`config.mk`:
```
export PLATFORM = sky130hd
export DESIGN_NAME = command_line_splitter_core
export DESIGN_NICKNAME = d
export VERILOG_FILES = /design/src/rtl/cls_pkg.sv /design/src/rtl/command_line_splitter_core.sv /design/src/rtl/cls_front.sv /design/src/rtl/cls_queue.sv
export VERILOG_INCLUDE_DIRS = /design/src /design/src/rtl
export SDC_FILE = /design/constraint.sdc
export NUM_CORES = 1
export LEC_CHECK = 0
export ABC_AREA = 1
export BUFFER_PORTS_ARGS = -buffer_cell sky130_fd_sc_hd__buf_2
export CELL_PAD_IN_SITES_DETAIL_PLACEMENT = 0
export CELL_PAD_IN_SITES_GLOBAL_PLACEMENT = 1
export CORE_MARGIN = 1
export CORE_UTILIZATION = 41
export CTS_CLUSTER_DIAMETER = 120
export DETAILED_ROUTE_END_ITERATION = 6
export GPL_ROUTABILITY_DRIVEN = 0
export PLACE_DENSITY_LB_ADDON = 0.1
export SETUP_SLACK_MARGIN = 0.4
export SLEW_MARGIN = 40
export SYNTH_ARGS = -nofsm -noshare
export SYNTH_HDL_FRONTEND = slang
export SYNTH_SLANG_ARGS = --single-unit
```
`constraint.sdc`:
```
create_clock -name i_clk -period 4.8 [get_ports i_clk]
set_clock_uncertainty 0.15 [all_clocks]
set_input_delay 0.24 -clock i_clk [delete_from_list [all_inputs] [get_ports i_clk]]
set_output_delay 0.24 -clock i_clk [all_outputs]
set_load 0.02 [all_outputs]
```
`src/rtl/command_line_splitter_core_defines.svh`:
```
// Assertion macros for the command line splitter RTL, included by cls_queue.
// Each macro expects i_clk and i_rst_n in the scope where it is used.
`ifndef COMMAND_LINE_SPLITTER_CORE_DEFINES_SVH
`define COMMAND_LINE_SPLITTER_CORE_DEFINES_SVH

`ifndef SYNTH
`define CLS_ASSERT(lbl, prop, msg) \
    lbl: assert property (@(posedge i_clk) disable iff (!i_rst_n) (prop)) else $error(msg);
`define CLS_ASSERT_NEXT(lbl, ante, cons, msg) \
    lbl: assert property (@(posedge i_clk) disable iff (!i_rst_n) (ante) |=> (cons)) \
        else $error(msg);
`else
`define CLS_ASSERT(lbl, prop, msg)
`define CLS_ASSERT_NEXT(lbl, ante, cons, msg)
`endif

`endif

```
`src/rtl/cls_pkg.sv`:
```
// Shared types and constants of the command line splitter.
// Used by cls_front, cls_queue and command_line_splitter_core.
package cls_pkg;

    localparam int MAX_LINE_DEF = 1024;

    localparam logic [7:0] CH_QUOTE = 8'h22;
    localparam logic [7:0] CH_SLASH = 8'h2F;
    localparam logic [7:0] CH_STAR  = 8'h2A;
    localparam logic [7:0] CH_SEMI  = 8'h3B;
    localparam logic [7:0] CH_LF    = 8'h0A;
    localparam logic [7:0] CH_CR    = 8'h0D;

    localparam int QDEPTH = 4;
    localparam int QPTR_W = $clog2(QDEPTH);
    localparam int QCNT_W = $clog2(QDEPTH + 1);

    typedef struct packed {
        logic [7:0] line_byte;
        logic       byte_valid;
        logic       line_end;
    } t_result;

    typedef struct packed {
        logic    first;
        logic    second;
        t_result r0;
        t_result r1;
    } t_push;

endpackage

```
`src/rtl/command_line_splitter_core.sv`:
```
// Top level of the command line splitter: front end and result queue.
// Depends on cls_pkg, cls_front and cls_queue.
//
//  channel | direction | handshake          | payload
//  input   | in        | i_valid / o_ready  | i_data_byte, i_last_byte
//  result  | out       | o_valid / i_ready  | o_line_byte, o_byte_valid, o_line_end
//
// One byte transfer is taken per cycle while the queue has room; it yields zero, one or two results.
// Results are registered in the queue and leave it one per cycle while i_ready is high.
// The four-entry queue sets the rate: input stalls while fewer than two entries are free.
// Reset is synchronous and active low; it clears the scan state and empties the queue.
module command_line_splitter_core #(
    parameter int MAX_LINE = cls_pkg::MAX_LINE_DEF
) (
    input  logic       i_clk,
    input  logic       i_rst_n,
    input  logic       i_valid,
    output logic       o_ready,
    input  logic [7:0] i_data_byte,
    input  logic       i_last_byte,
    output logic       o_valid,
    input  logic       i_ready,
    output logic [7:0] o_line_byte,
    output logic       o_byte_valid,
    output logic       o_line_end
);

    cls_pkg::t_push push;
    logic           space;

    cls_front #(
        .MAX_LINE (MAX_LINE)
    ) u_front (
        .i_clk       (i_clk),
        .i_rst_n     (i_rst_n),
        .i_valid     (i_valid),
        .i_data_byte (i_data_byte),
        .i_last_byte (i_last_byte),
        .i_space     (space),
        .o_ready     (o_ready),
        .o_push      (push)
    );

    cls_queue u_queue (
        .i_clk        (i_clk),
        .i_rst_n      (i_rst_n),
        .i_push       (push),
        .o_space      (space),
        .o_valid      (o_valid),
        .i_ready      (i_ready),
        .o_line_byte  (o_line_byte),
        .o_byte_valid (o_byte_valid),
        .o_line_end   (o_line_end)
    );

endmodule

```
`src/rtl/cls_front.sv`:
```
// Front end of the command line splitter: takes byte transfers, holds one byte
// of lookahead, tracks quote and comment state and classifies line breaks.
// Depends on cls_pkg.
module cls_front #(
    parameter int MAX_LINE = cls_pkg::MAX_LINE_DEF
) (
    input  logic              i_clk,
    input  logic              i_rst_n,
    input  logic              i_valid,
    input  logic [7:0]        i_data_byte,
    input  logic              i_last_byte,
    input  logic              i_space,
    output logic              o_ready,
    output cls_pkg::t_push    o_push
);

    localparam int LEN_W = $clog2(MAX_LINE);
    localparam logic [LEN_W-1:0] LEN_MAX = LEN_W'(MAX_LINE - 1);

    typedef enum logic [1:0] {
        BRK_NONE,
        BRK_SEP,
        BRK_STAR
    } t_brk;

    typedef struct packed {
        logic             quote_odd;
        logic             line_cmt;
        logic             block_cmt;
        logic             skip_sep;
        logic             drop_next;
        logic [LEN_W-1:0] len;
    } t_st;

    typedef struct packed {
        t_st              st;
        logic             emit;
        cls_pkg::t_result res;
    } t_scan;

    function automatic t_scan scan(t_st s, logic [7:0] c, logic [7:0] nx, logic has_nx);
        t_scan o;
        logic  q;
        logic  lc;
        logic  bc;
        logic  nl;
        t_brk  brk;
        o      = '0;
        o.st   = s;
        q      = s.quote_odd ^ (c == cls_pkg::CH_QUOTE);
        lc     = s.line_cmt;
        bc     = s.block_cmt;
        nl     = (c == cls_pkg::CH_LF) || (c == cls_pkg::CH_CR);
        brk    = BRK_NONE;
        if (s.drop_next) begin
            o.st.drop_next = 1'b0;
        end else if (!(s.skip_sep && (nl || c == cls_pkg::CH_SEMI))) begin
            o.st.skip_sep = 1'b0;
            if (!q) begin
                if (has_nx) begin
                    if (!bc && c == cls_pkg::CH_SLASH && nx == cls_pkg::CH_SLASH) begin
                        lc = 1'b1;
                    end else if (!lc && c == cls_pkg::CH_SLASH && nx == cls_pkg::CH_STAR) begin
                        bc = 1'b1;
                    end else if (bc && c == cls_pkg::CH_STAR && nx == cls_pkg::CH_SLASH) begin
                        bc  = 1'b0;
                        brk = BRK_STAR;
                    end
                end
                if (brk == BRK_NONE && !lc && !bc && c == cls_pkg::CH_SEMI) begin
                    brk = BRK_SEP;
                end
            end
            if (brk == BRK_NONE && !bc && nl) begin
                lc  = 1'b0;
                brk = BRK_SEP;
            end
            o.emit = 1'b1;
            if (brk != BRK_SEP && s.len >= LEN_MAX) begin
                // The line is full: cut it and discard this byte.
                o.res.line_end = 1'b1;
                o.st.len       = '0;
                o.st.quote_odd = 1'b0;
                o.st.skip_sep  = 1'b1;
            end else begin
                o.st.quote_odd = q;
                o.st.line_cmt  = lc;
                o.st.block_cmt = bc;
                case (brk)
                    BRK_SEP: begin
                        o.res.line_end = 1'b1;
                        o.st.len       = '0;
                        o.st.quote_odd = 1'b0;
                        o.st.skip_sep  = 1'b1;
                    end
                    BRK_STAR: begin
                        o.res.line_byte  = c;
                        o.res.byte_valid = 1'b1;
                        o.res.line_end   = 1'b1;
                        o.st.len         = '0;
                        o.st.quote_odd   = 1'b0;
                        o.st.skip_sep    = 1'b1;
                        o.st.drop_next   = 1'b1;
                    end
                    default: begin
                        o.res.line_byte  = c;
                        o.res.byte_valid = 1'b1;
                        o.st.len         = s.len + 1'b1;
                    end
                endcase
            end
        end
        return o;
    endfunction

    t_st        r_st;
    t_st        n_st;
    logic [7:0] r_held;
    logic       r_held_vld;
    logic       n_held_vld;
    logic       accept;
    t_scan      scan_a;
    t_scan      scan_b;
    t_st        st_mid;

    assign o_ready = i_space;
    assign accept  = i_valid && i_space;

    always_comb begin
        scan_a = '0;
        scan_a.st = r_st;
        if (r_held_vld) begin
            scan_a = scan(r_st, r_held, i_data_byte, 1'b1);
        end
        st_mid = scan_a.st;
        scan_b = '0;
        scan_b.st = st_mid;
        if (i_last_byte) begin
            scan_b = scan(st_mid, i_data_byte, 8'h00, 1'b0);
        end

        o_push = '0;
        if (accept) begin
            if (scan_a.emit) begin
                o_push.first  = 1'b1;
                o_push.r0     = scan_a.res;
                o_push.second = scan_b.emit;
                o_push.r1     = scan_b.res;
            end else begin
                o_push.first  = scan_b.emit;
                o_push.r0     = scan_b.res;
            end
            // The final byte closes any line that is still open.
            if (i_last_byte && scan_b.st.len != '0) begin
                if (o_push.second) begin
                    o_push.r1.line_end = 1'b1;
                end else if (o_push.first && !o_push.r0.line_end) begin
                    o_push.r0.line_end = 1'b1;
                end else if (o_push.first) begin
                    o_push.second = 1'b1;
                    o_push.r1     = '{line_byte: 8'h00, byte_valid: 1'b0, line_end: 1'b1};
                end else begin
                    o_push.first = 1'b1;
                    o_push.r0    = '{line_byte: 8'h00, byte_valid: 1'b0, line_end: 1'b1};
                end
            end
        end

        n_st       = r_st;
        n_held_vld = r_held_vld;
        if (accept) begin
            if (i_last_byte) begin
                n_st       = '0;
                n_held_vld = 1'b0;
            end else begin
                n_st       = scan_a.st;
                n_held_vld = 1'b1;
            end
        end
    end

    always_ff @(posedge i_clk) begin
        if (!i_rst_n) begin
            r_st       <= '0;
            r_held_vld <= 1'b0;
        end else begin
            r_st       <= n_st;
            r_held_vld <= n_held_vld;
        end
    end

    always_ff @(posedge i_clk) begin
        if (accept) begin
            r_held <= i_data_byte;
        end
    end

endmodule

```
`src/rtl/cls_queue.sv`:
```
// Back end of the command line splitter: a short result queue that takes up
// to two results per cycle and delivers one per output transfer.
// Depends on cls_pkg and command_line_splitter_core_defines.svh.
`include "command_line_splitter_core_defines.svh"

module cls_queue (
    input  logic           i_clk,
    input  logic           i_rst_n,
    input  cls_pkg::t_push i_push,
    output logic           o_space,
    output logic           o_valid,
    input  logic           i_ready,
    output logic [7:0]     o_line_byte,
    output logic           o_byte_valid,
    output logic           o_line_end
);

    cls_pkg::t_result            r_mem [cls_pkg::QDEPTH];
    logic [cls_pkg::QPTR_W-1:0] r_wr;
    logic [cls_pkg::QPTR_W-1:0] r_rd;
    logic [cls_pkg::QCNT_W-1:0] r_cnt;
    logic [cls_pkg::QPTR_W-1:0] n_wr;
    logic [cls_pkg::QPTR_W-1:0] n_rd;
    logic [cls_pkg::QCNT_W-1:0] n_cnt;
    logic [cls_pkg::QPTR_W-1:0] wr_next;
    logic [cls_pkg::QCNT_W-1:0] push_cnt;
    logic                        pop;
    cls_pkg::t_result            head;

    assign o_space  = r_cnt <= cls_pkg::QCNT_W'(cls_pkg::QDEPTH - 2);
    assign o_valid  = r_cnt != '0;
    assign pop      = o_valid && i_ready;
    assign head     = r_mem[r_rd];
    assign wr_next  = r_wr + 1'b1;
    assign push_cnt = cls_pkg::QCNT_W'(i_push.first) + cls_pkg::QCNT_W'(i_push.second);

    assign o_line_byte  = head.line_byte;
    assign o_byte_valid = head.byte_valid;
    assign o_line_end   = head.line_end;

    always_comb begin
        n_wr  = r_wr + push_cnt[cls_pkg::QPTR_W-1:0];
        n_rd  = pop ? r_rd + 1'b1 : r_rd;
        n_cnt = r_cnt + push_cnt - cls_pkg::QCNT_W'(pop);
    end

    always_ff @(posedge i_clk) begin
        if (!i_rst_n) begin
            r_wr  <= '0;
            r_rd  <= '0;
            r_cnt <= '0;
        end else begin
            r_wr  <= n_wr;
            r_rd  <= n_rd;
            r_cnt <= n_cnt;
        end
    end

    always_ff @(posedge i_clk) begin
        if (i_push.first) begin
            r_mem[r_wr] <= i_push.r0;
        end
        if (i_push.second) begin
            r_mem[wr_next] <= i_push.r1;
        end
    end

    `CLS_ASSERT(a_cnt_bound, r_cnt <= cls_pkg::QCNT_W'(cls_pkg::QDEPTH), "queue count overflow")
    `CLS_ASSERT(a_push_order, !i_push.second || i_push.first, "second result without first")
    `CLS_ASSERT(a_push_room, !i_push.first || o_space, "push into a full queue")
    `CLS_ASSERT_NEXT(a_drain, r_cnt == 1 && pop && !i_push.first, !o_valid, "queue did not drain")

endmodule

```
# Yosys cells after proc, flatten, opt, wreduce, memory -nomap -nowiden
# Memory sizes are Yosys's and may differ from the RTL's. A register that Yosys moved wholly into a read port is not among the register bits.
# Index checks and enable logic that the tools add are counted.
# totals
regBits,31
ramBits,40
in_bits,13
output_inout_bits,12
elab_cells,178
memories,1
# op_classes
addsub,8
magnitude_cmp,3
eq_ne,18
n_mux,93
bitwise_logic,2
reduce_logical,42
# memory_table
memory,words,word_bits,rd,rd_clocked_by_memory_dff,write_ports,line,source
u_queue.r_mem,4,10,1,1,2,cls_queue.sv:18,cls_pkg::t_result r_mem [cls_pkg::QDEPTH];
# ops
operator,n
$mux W21,5
$mux W10,10
$eq A8 B6 Y1 const B,8
$mux W2,27
$mux W26,2
$mux W22,2
$mux W1,40
$mux W9,4
$eq A8 B4 Y1 const B,4
$logic_and A1 B1 Y1,23
$add A10 B1 Y10 const B,2
$ge A10 B10 Y1 const B,2
$mux W15,1
$mux W11,1
$reduce_bool A10 Y1,1
$logic_not A1 Y1,8
$logic_not A2 Y1,3
$add A2 B1 Y2 const B,2
$eq A2 B1 Y1 const B,2
$eq A2 B2 Y1 const B,2
$logic_or A1 B1 Y1,4
$mux W4,1
$ne A2 B1 Y1 const B,2
$reduce_or A2 Y1,2
7 further kinds,8

# Logic depth before layout (Yosys ltp)
# logic_depth
depth_word,66
mapped_depth,36
mapped_depth_nobuf,36

# By module
# From an unflattened synthesis, not the netlist that was laid out.
# unflattened
cells_unflattened,674
area_unflattened_um2,4917.2
# by_module_without_submodules
mod,n_inst,cells_per_inst,area_per_inst_um2,seq_area_each_um2
cls_queue,1,266,2499.9,1381.3
cls_front,1,408,2417.3,560.5

# Worst setup path before layout
# OpenSTA, ideal clock, no wires.
# synth_timing
path_type,reg-to-reg
from,register u_front.r_held[4]
to,register u_queue.r_cnt[2] in the netlist's numbering
setup_time_ns,0.120
arrival_time_ns,4.338
slack_ns,0.192
stages_incl_launch_ff,36
cell_sequence,edfxtp_1 -> inv_1 -> nand2_1 -> nor2_2 -> nand3b_1 -> nand2_1 -> inv_1 -> nand2_1 -> nand4_1 -> o41ai_1 -> inv_1 -> ha_1 -> inv_1 -> nor2_4 -> nand4_1 -> nand2_1 -> ha_1 -> nand4_1 -> nor2_2 -> nand4_1 -> nand2_1 -> nand2_1 -> nand2_1 -> inv_1 -> nand2_1 -> nand2_1 -> nand3_2 -> nand2_1 -> a31oi_1 -> ha_1 -> inv_1 -> ha_1 -> inv_1 -> fa_1 -> o21ai_0 -> a21oi_1
# synth_via
elab_chain_len,65
elab_cells_between_ends,129
# synth_rtl
element,line,source
from (decl),cls_front.sv:118,logic [7:0] r_held;
from (signal assigned),cls_front.sv:194,r_held <= i_data_byte;
$eq A8 B6 Y1,cls_front.sv:65,end else if (bc && c == cls_pkg::CH_STAR && nx == cls_pkg::CH_SLASH) begin
$logic_and A1 B1 Y1 (2 in series),cls_front.sv:65,
$mux W2,cls_front.sv:65,
$mux W2,cls_front.sv:63,end else if (!lc && c == cls_pkg::CH_SLASH && nx == cls_pkg::CH_STAR) begin
$mux W2,cls_front.sv:61,if (!bc && c == cls_pkg::CH_SLASH && nx == cls_pkg::CH_SLASH) begin
$mux W2,cls_front.sv:59,if (!q) begin
$mux W2,cls_front.sv:57,end else if (!(s.skip_sep && (nl || c == cls_pkg::CH_SEMI))) begin
$mux W2,cls_front.sv:55,if (s.drop_next) begin
[... 48 more ...],--,
$logic_and A1 B1 Y1,cls_front.sv:157,end else if (o_push.first && !o_push.r0.line_end) begin
$mux W11,cls_front.sv:157,
$mux W21,cls_front.sv:155,if (o_push.second) begin
$mux W22 *,cls_front.sv:154,if (i_last_byte && scan_b.st.len != '0) begin
$mux W22 *,cls_front.sv:143,if (accept) begin
$add A1 B1 Y2 *,cls_queue.sv:35,assign push_cnt = cls_pkg::QCNT_W'(i_push.first) + cls_pkg::QCNT_W'(i_push.second);
$add A3 B3 Y3 *,cls_queue.sv:44,n_cnt = r_cnt + push_cnt - cls_pkg::QCNT_W'(pop);
$sub A3 B1 Y3 *,cls_queue.sv:44,
to (signal assigned),cls_queue.sv:55,r_cnt <= n_cnt;
to (decl),cls_queue.sv:21,logic [cls_pkg::QCNT_W-1:0] r_cnt;
# Mark *: on every way between the ends. The rest lies on a longest branch, timed or not. The select of a mux whose other input is x is not followed.
# A chain may end at the register's enable or synchronous reset.

# Worst setup path after layout
# layout_timing
from,register u_front.r_held[0]
to,register u_queue.r_cnt[1] in the netlist's numbering
# layout_via
elab_chain_len,65
elab_cells_between_ends,129
# layout_rtl
element,line,source
$eq A8 B6 Y1,cls_front.sv:65,
$logic_and A1 B1 Y1 (2 in series),cls_front.sv:65,
$mux W2,cls_front.sv:65,
$mux W2,cls_front.sv:63,
$mux W2,cls_front.sv:61,
$mux W2,cls_front.sv:59,
$mux W2,cls_front.sv:57,
$mux W2,cls_front.sv:55,
[... 49 more ...],--,
$mux W11,cls_front.sv:157,
$mux W21,cls_front.sv:155,
$mux W22 *,cls_front.sv:154,
$mux W22 *,cls_front.sv:143,
$add A1 B1 Y2 *,cls_queue.sv:35,
$add A3 B3 Y3 *,cls_queue.sv:44,
$sub A3 B1 Y3 *,cls_queue.sv:44,
via u_queue.n_cnt (one bit),cls_queue.sv:24,logic [cls_pkg::QCNT_W-1:0] n_cnt;
# Mark *: on every way through the listed nets, which the timed path passes. The rest lies on a longest branch. The select of a mux whose other input is x is not followed.

==> summary.md <==
| Metric | Value |
|---|---|
| Post-route ant nets | 0 |
| CP Data Arrival Time | 4880 ps |
| Failing checks | DRC |
| Max Clock Freq | 208.7 MHz |
| Final Non-Filler Cells | 902 |
| DIE WIDTH | 111.9 um |
| Hold EP | u_front.r_held[0] |
| R2R Path End | u_queue.r_cnt[1] |
| DR iter-0 viols | 215 |
| Worst slew margin | 35.21% |
| Share of cells above drive strength 1 | 29.64% |
| Status | finished with violations |
| Residual overflow from global routing | 0 |
| Sequential area share after synthesis | 39.21% |
| Sink Count | 73 |
| Final worst-path cycle share | 99.84% |
| Setup crit start kind | register |
| FF+latch count, synth | 73 |
| Hold Path Class | input pin to register |
| Total Routing Usage GR | 21.21% |
| Prevailing post-synth register cell | edfxtp_1 |
| Vias in the first global route | 4,258 |
| Clock Path Buffers | 2 |
| Worst VDD drop | 0.1593 mV |
| Crit-path max FO | 3 |
| Placed insts | 842 |
| Asr flop ratio synth | 0% |
| Worst R2R Path Depth | 35 |
| # DRC | 2 |
| Core area | 11,610 um2 |
| I/O pin count | 25 |
| Row count | 39 |
| Data required, critical path | 4890 ps |
| Clock-pin slew of the registers on the worst-case setup and hold paths | 60 ps |
| Detailed placement HPWL | 9607 um |
| Max incr delay on CP | 440 ps |
| Min Tclk post-route | 4792 ps |
| Later-pin clock latency in the skew report | 340 ps |
| Mapped Area | 4952 um2 |
| Wire per inst | 14.56 um |
| H-Tree Depth | 3 |
| Total negative slack | 0 ps |
| PD cells | 356.3 nW/um2 |
| Post-DP Area | 5285 um2 |
| EDFF count, synth | 48 |
| CP Class | register to register |
| Vias | 4,587 |
| Worst Hold Depth | 1 |
| Largest net degree at the start of global routing | 23 |
| Total routed wirelength | 13,140 um |
| Initial Utilization | 42.64% |
| FF-to-FF Start | u_front.r_held[0] |
| Tightest Pin Transition | 970.8 ps |
| Hold Crit Start | i_data_byte[0] |
| Slowest-stage cell, CP | fa_2 |
| Endpoint class of the critical path | register |
| Die height | 111.9 um |
| Die ar. | 12,520 um2 |
| Global-route wire length before repair | 20,910 um |
| YS warnings | 0 |
| N_diodes | 0 |
| Leakage Power | 2.629 nW |
| Most Frequent Cell on Critical Path | buf_4 |
| Syn nets | 705 |
| DRT Pass-1 Iters | 7 |
| Post-Synthesis Mean Instance Area | 7.261 um2 |
| Syn-to-layout area delta | 25.49% |
| Unrepaired setup endpoints after global routing | yes |
| Post-route cell area | 6215 um2 |
| Commonest non-fill, non-tap cells in the layout | nand2_1 (162), inv_1 (60), nor2_1 (55) |
| Initial antenna violation count | 0 |
| Final Util | 53.51% |
| Maxcap violations | 0 |
| Yosys cell types | 41 |
| Hold Vio Cnt, Final | 0 |
| Commonest non-fill, non-tap cell in the layout | nand2_1 |
| Mapped Cells | 682 |
| CTS buffer count | 9 |
| Via density | 5.085 |
| I/O Buffers | 24 |
| Final Net Count | 777 |
| # setup viols final | 0 |
| TritonCTS clock tree | built |
| Clock root buffer | clkbuf_16 |
| Final Max Slew Viols | 0 |
| R2r setup slk | 8 ps |
[report_power, final]
| group | internal, mW | switching (mW) |
|---|---|---|
| clock network | 0.404 | 0.266 |
| registers | 0.770 | 0.0550 |
| logic | 0.252 | 0.467 |
| total | 1.43 | 0.788 |
[logic make-up after synthesis]
| logic type | share of synthesized area (%) |
|---|---|
| AO/OA/AOI/OAI | 13.62 |
| XOR/XNOR | 0.7074 |
| adder cells (fa/ha/maj) | 2.678 |
| buffers and inverters | 8.767 |
| flip-flops | 39.21 |
| AND/OR/NAND/NOR | 35.02 |
[through the flow]
step	power [mW]	worst slack (ps)	hold slack [ps]
2_1_floorplan	1.270	366.6	188.9
3_3_place_gp	1.436	93.48	303.7
3_5_place_dp	1.445	-61.72	307.6
4_1_cts	2.163	165.9	33.11
5_1_grt	2.346	-250.3	39.82
6_report	2.214	7.619	44.33
[worst max path at each step]
stage / startpoint / slack [ps] / cells after the start / to
5_1_grt: u_front.r_held[2] / -250 / 35 / u_queue.r_cnt[1]
2_1_floorplan: u_front.r_held[4] / 370 / 35 / u_queue.r_cnt[1]
3_5_place_dp: u_front.r_held[0] / -60 / 35 / u_queue.r_cnt[1]
6_report: u_front.r_held[0] / 8 / 35 / u_queue.r_cnt[1]
3_3_place_gp: u_front.r_held[0] / 90 / 32 / u_queue.r_cnt[1]
4_1_cts: u_front.r_held[3] / 170 / 35 / u_queue.r_cnt[1]
[layer usage]
layer | global-route usage, % | routed length, um | vias to the layer above
li1 | - | - | 2406
met1 | 26.30 | 5887 | 2078
met2 | 36.15 | 6553 | 83
met3 | 3.430 | 395 | 20
met4 | 9.640 | 299 | 0
met5 | 0 | 0 | -
[area by class of cell]
cell class	count	area, um2
Clock buffer	10	229.0
Clock inverter	6	68.82
Fill cell	1137	5399
Inverter	86	325.3
Multi-Input combinational cell	507	2933
Sequential cell	73	1942
Tap cell	143	178.9
Timing Repair Buffer	77	538.0
[worst max-delay path: cells and delay by family, from the launching register on]
kind | cells | cell delay [ps]
DFF | 1 | 420
adders and majority gates | 3 | 1000
and+or+nand+nor | 14 | 1060
AOI/OAI and AO/OA | 3 | 340
buffers and inverters | 15 | 1690
[synth_stat cells, types with 6 or more instances]
| cell | number | share of area, % |
|---|---|---|
| nand2_1 | 185 | 14 |
| inv_1 | 68 | 5.2 |
| nor2_1 | 61 | 4.6 |
| o21ai_0 | 52 | 5.3 |
| edfxtp_1 | 48 | 29 |
| nand3_1 | 34 | 3.4 |
| o21ai_1 | 28 | 2.8 |
| a21oi_1 | 25 | 2.5 |
| dfxtp_1 | 25 | 10 |
| nand4_1 | 19 | 2.4 |
| nor2_2 | 18 | 2.3 |
| inv_2 | 17 | 1.3 |
| o22ai_1 | 13 | 1.6 |
| nand2_2 | 11 | 1.4 |
| nand3_2 | 10 | 2.0 |
| clkbuf_1 | 9 | 0.68 |
| ha_1 | 9 | 2.3 |
| buf_2 | 6 | 0.61 |
[flip-flops by register name (all words and copies together) (netlist names), named ones only]
signal and count:
u_front.r_held 8, u_front.r_held_vld 1, u_front.r_st 15, u_queue.r_cnt 3, u_queue.r_mem 40, u_queue.r_rd 2, u_queue.r_wr 2
[timing repair]
item / CTS / global route
cloned: 0 / 4
hold buffers: 5 / 0
pin swaps: 24 / 31
buffers inserted: 26 / 9
hold endpoints to repair: 5 / 0
resized for setup: 22 / 49
setup endpoints to repair: 5 / 57
No activity file was read; power rests on OpenSTA's default activity.
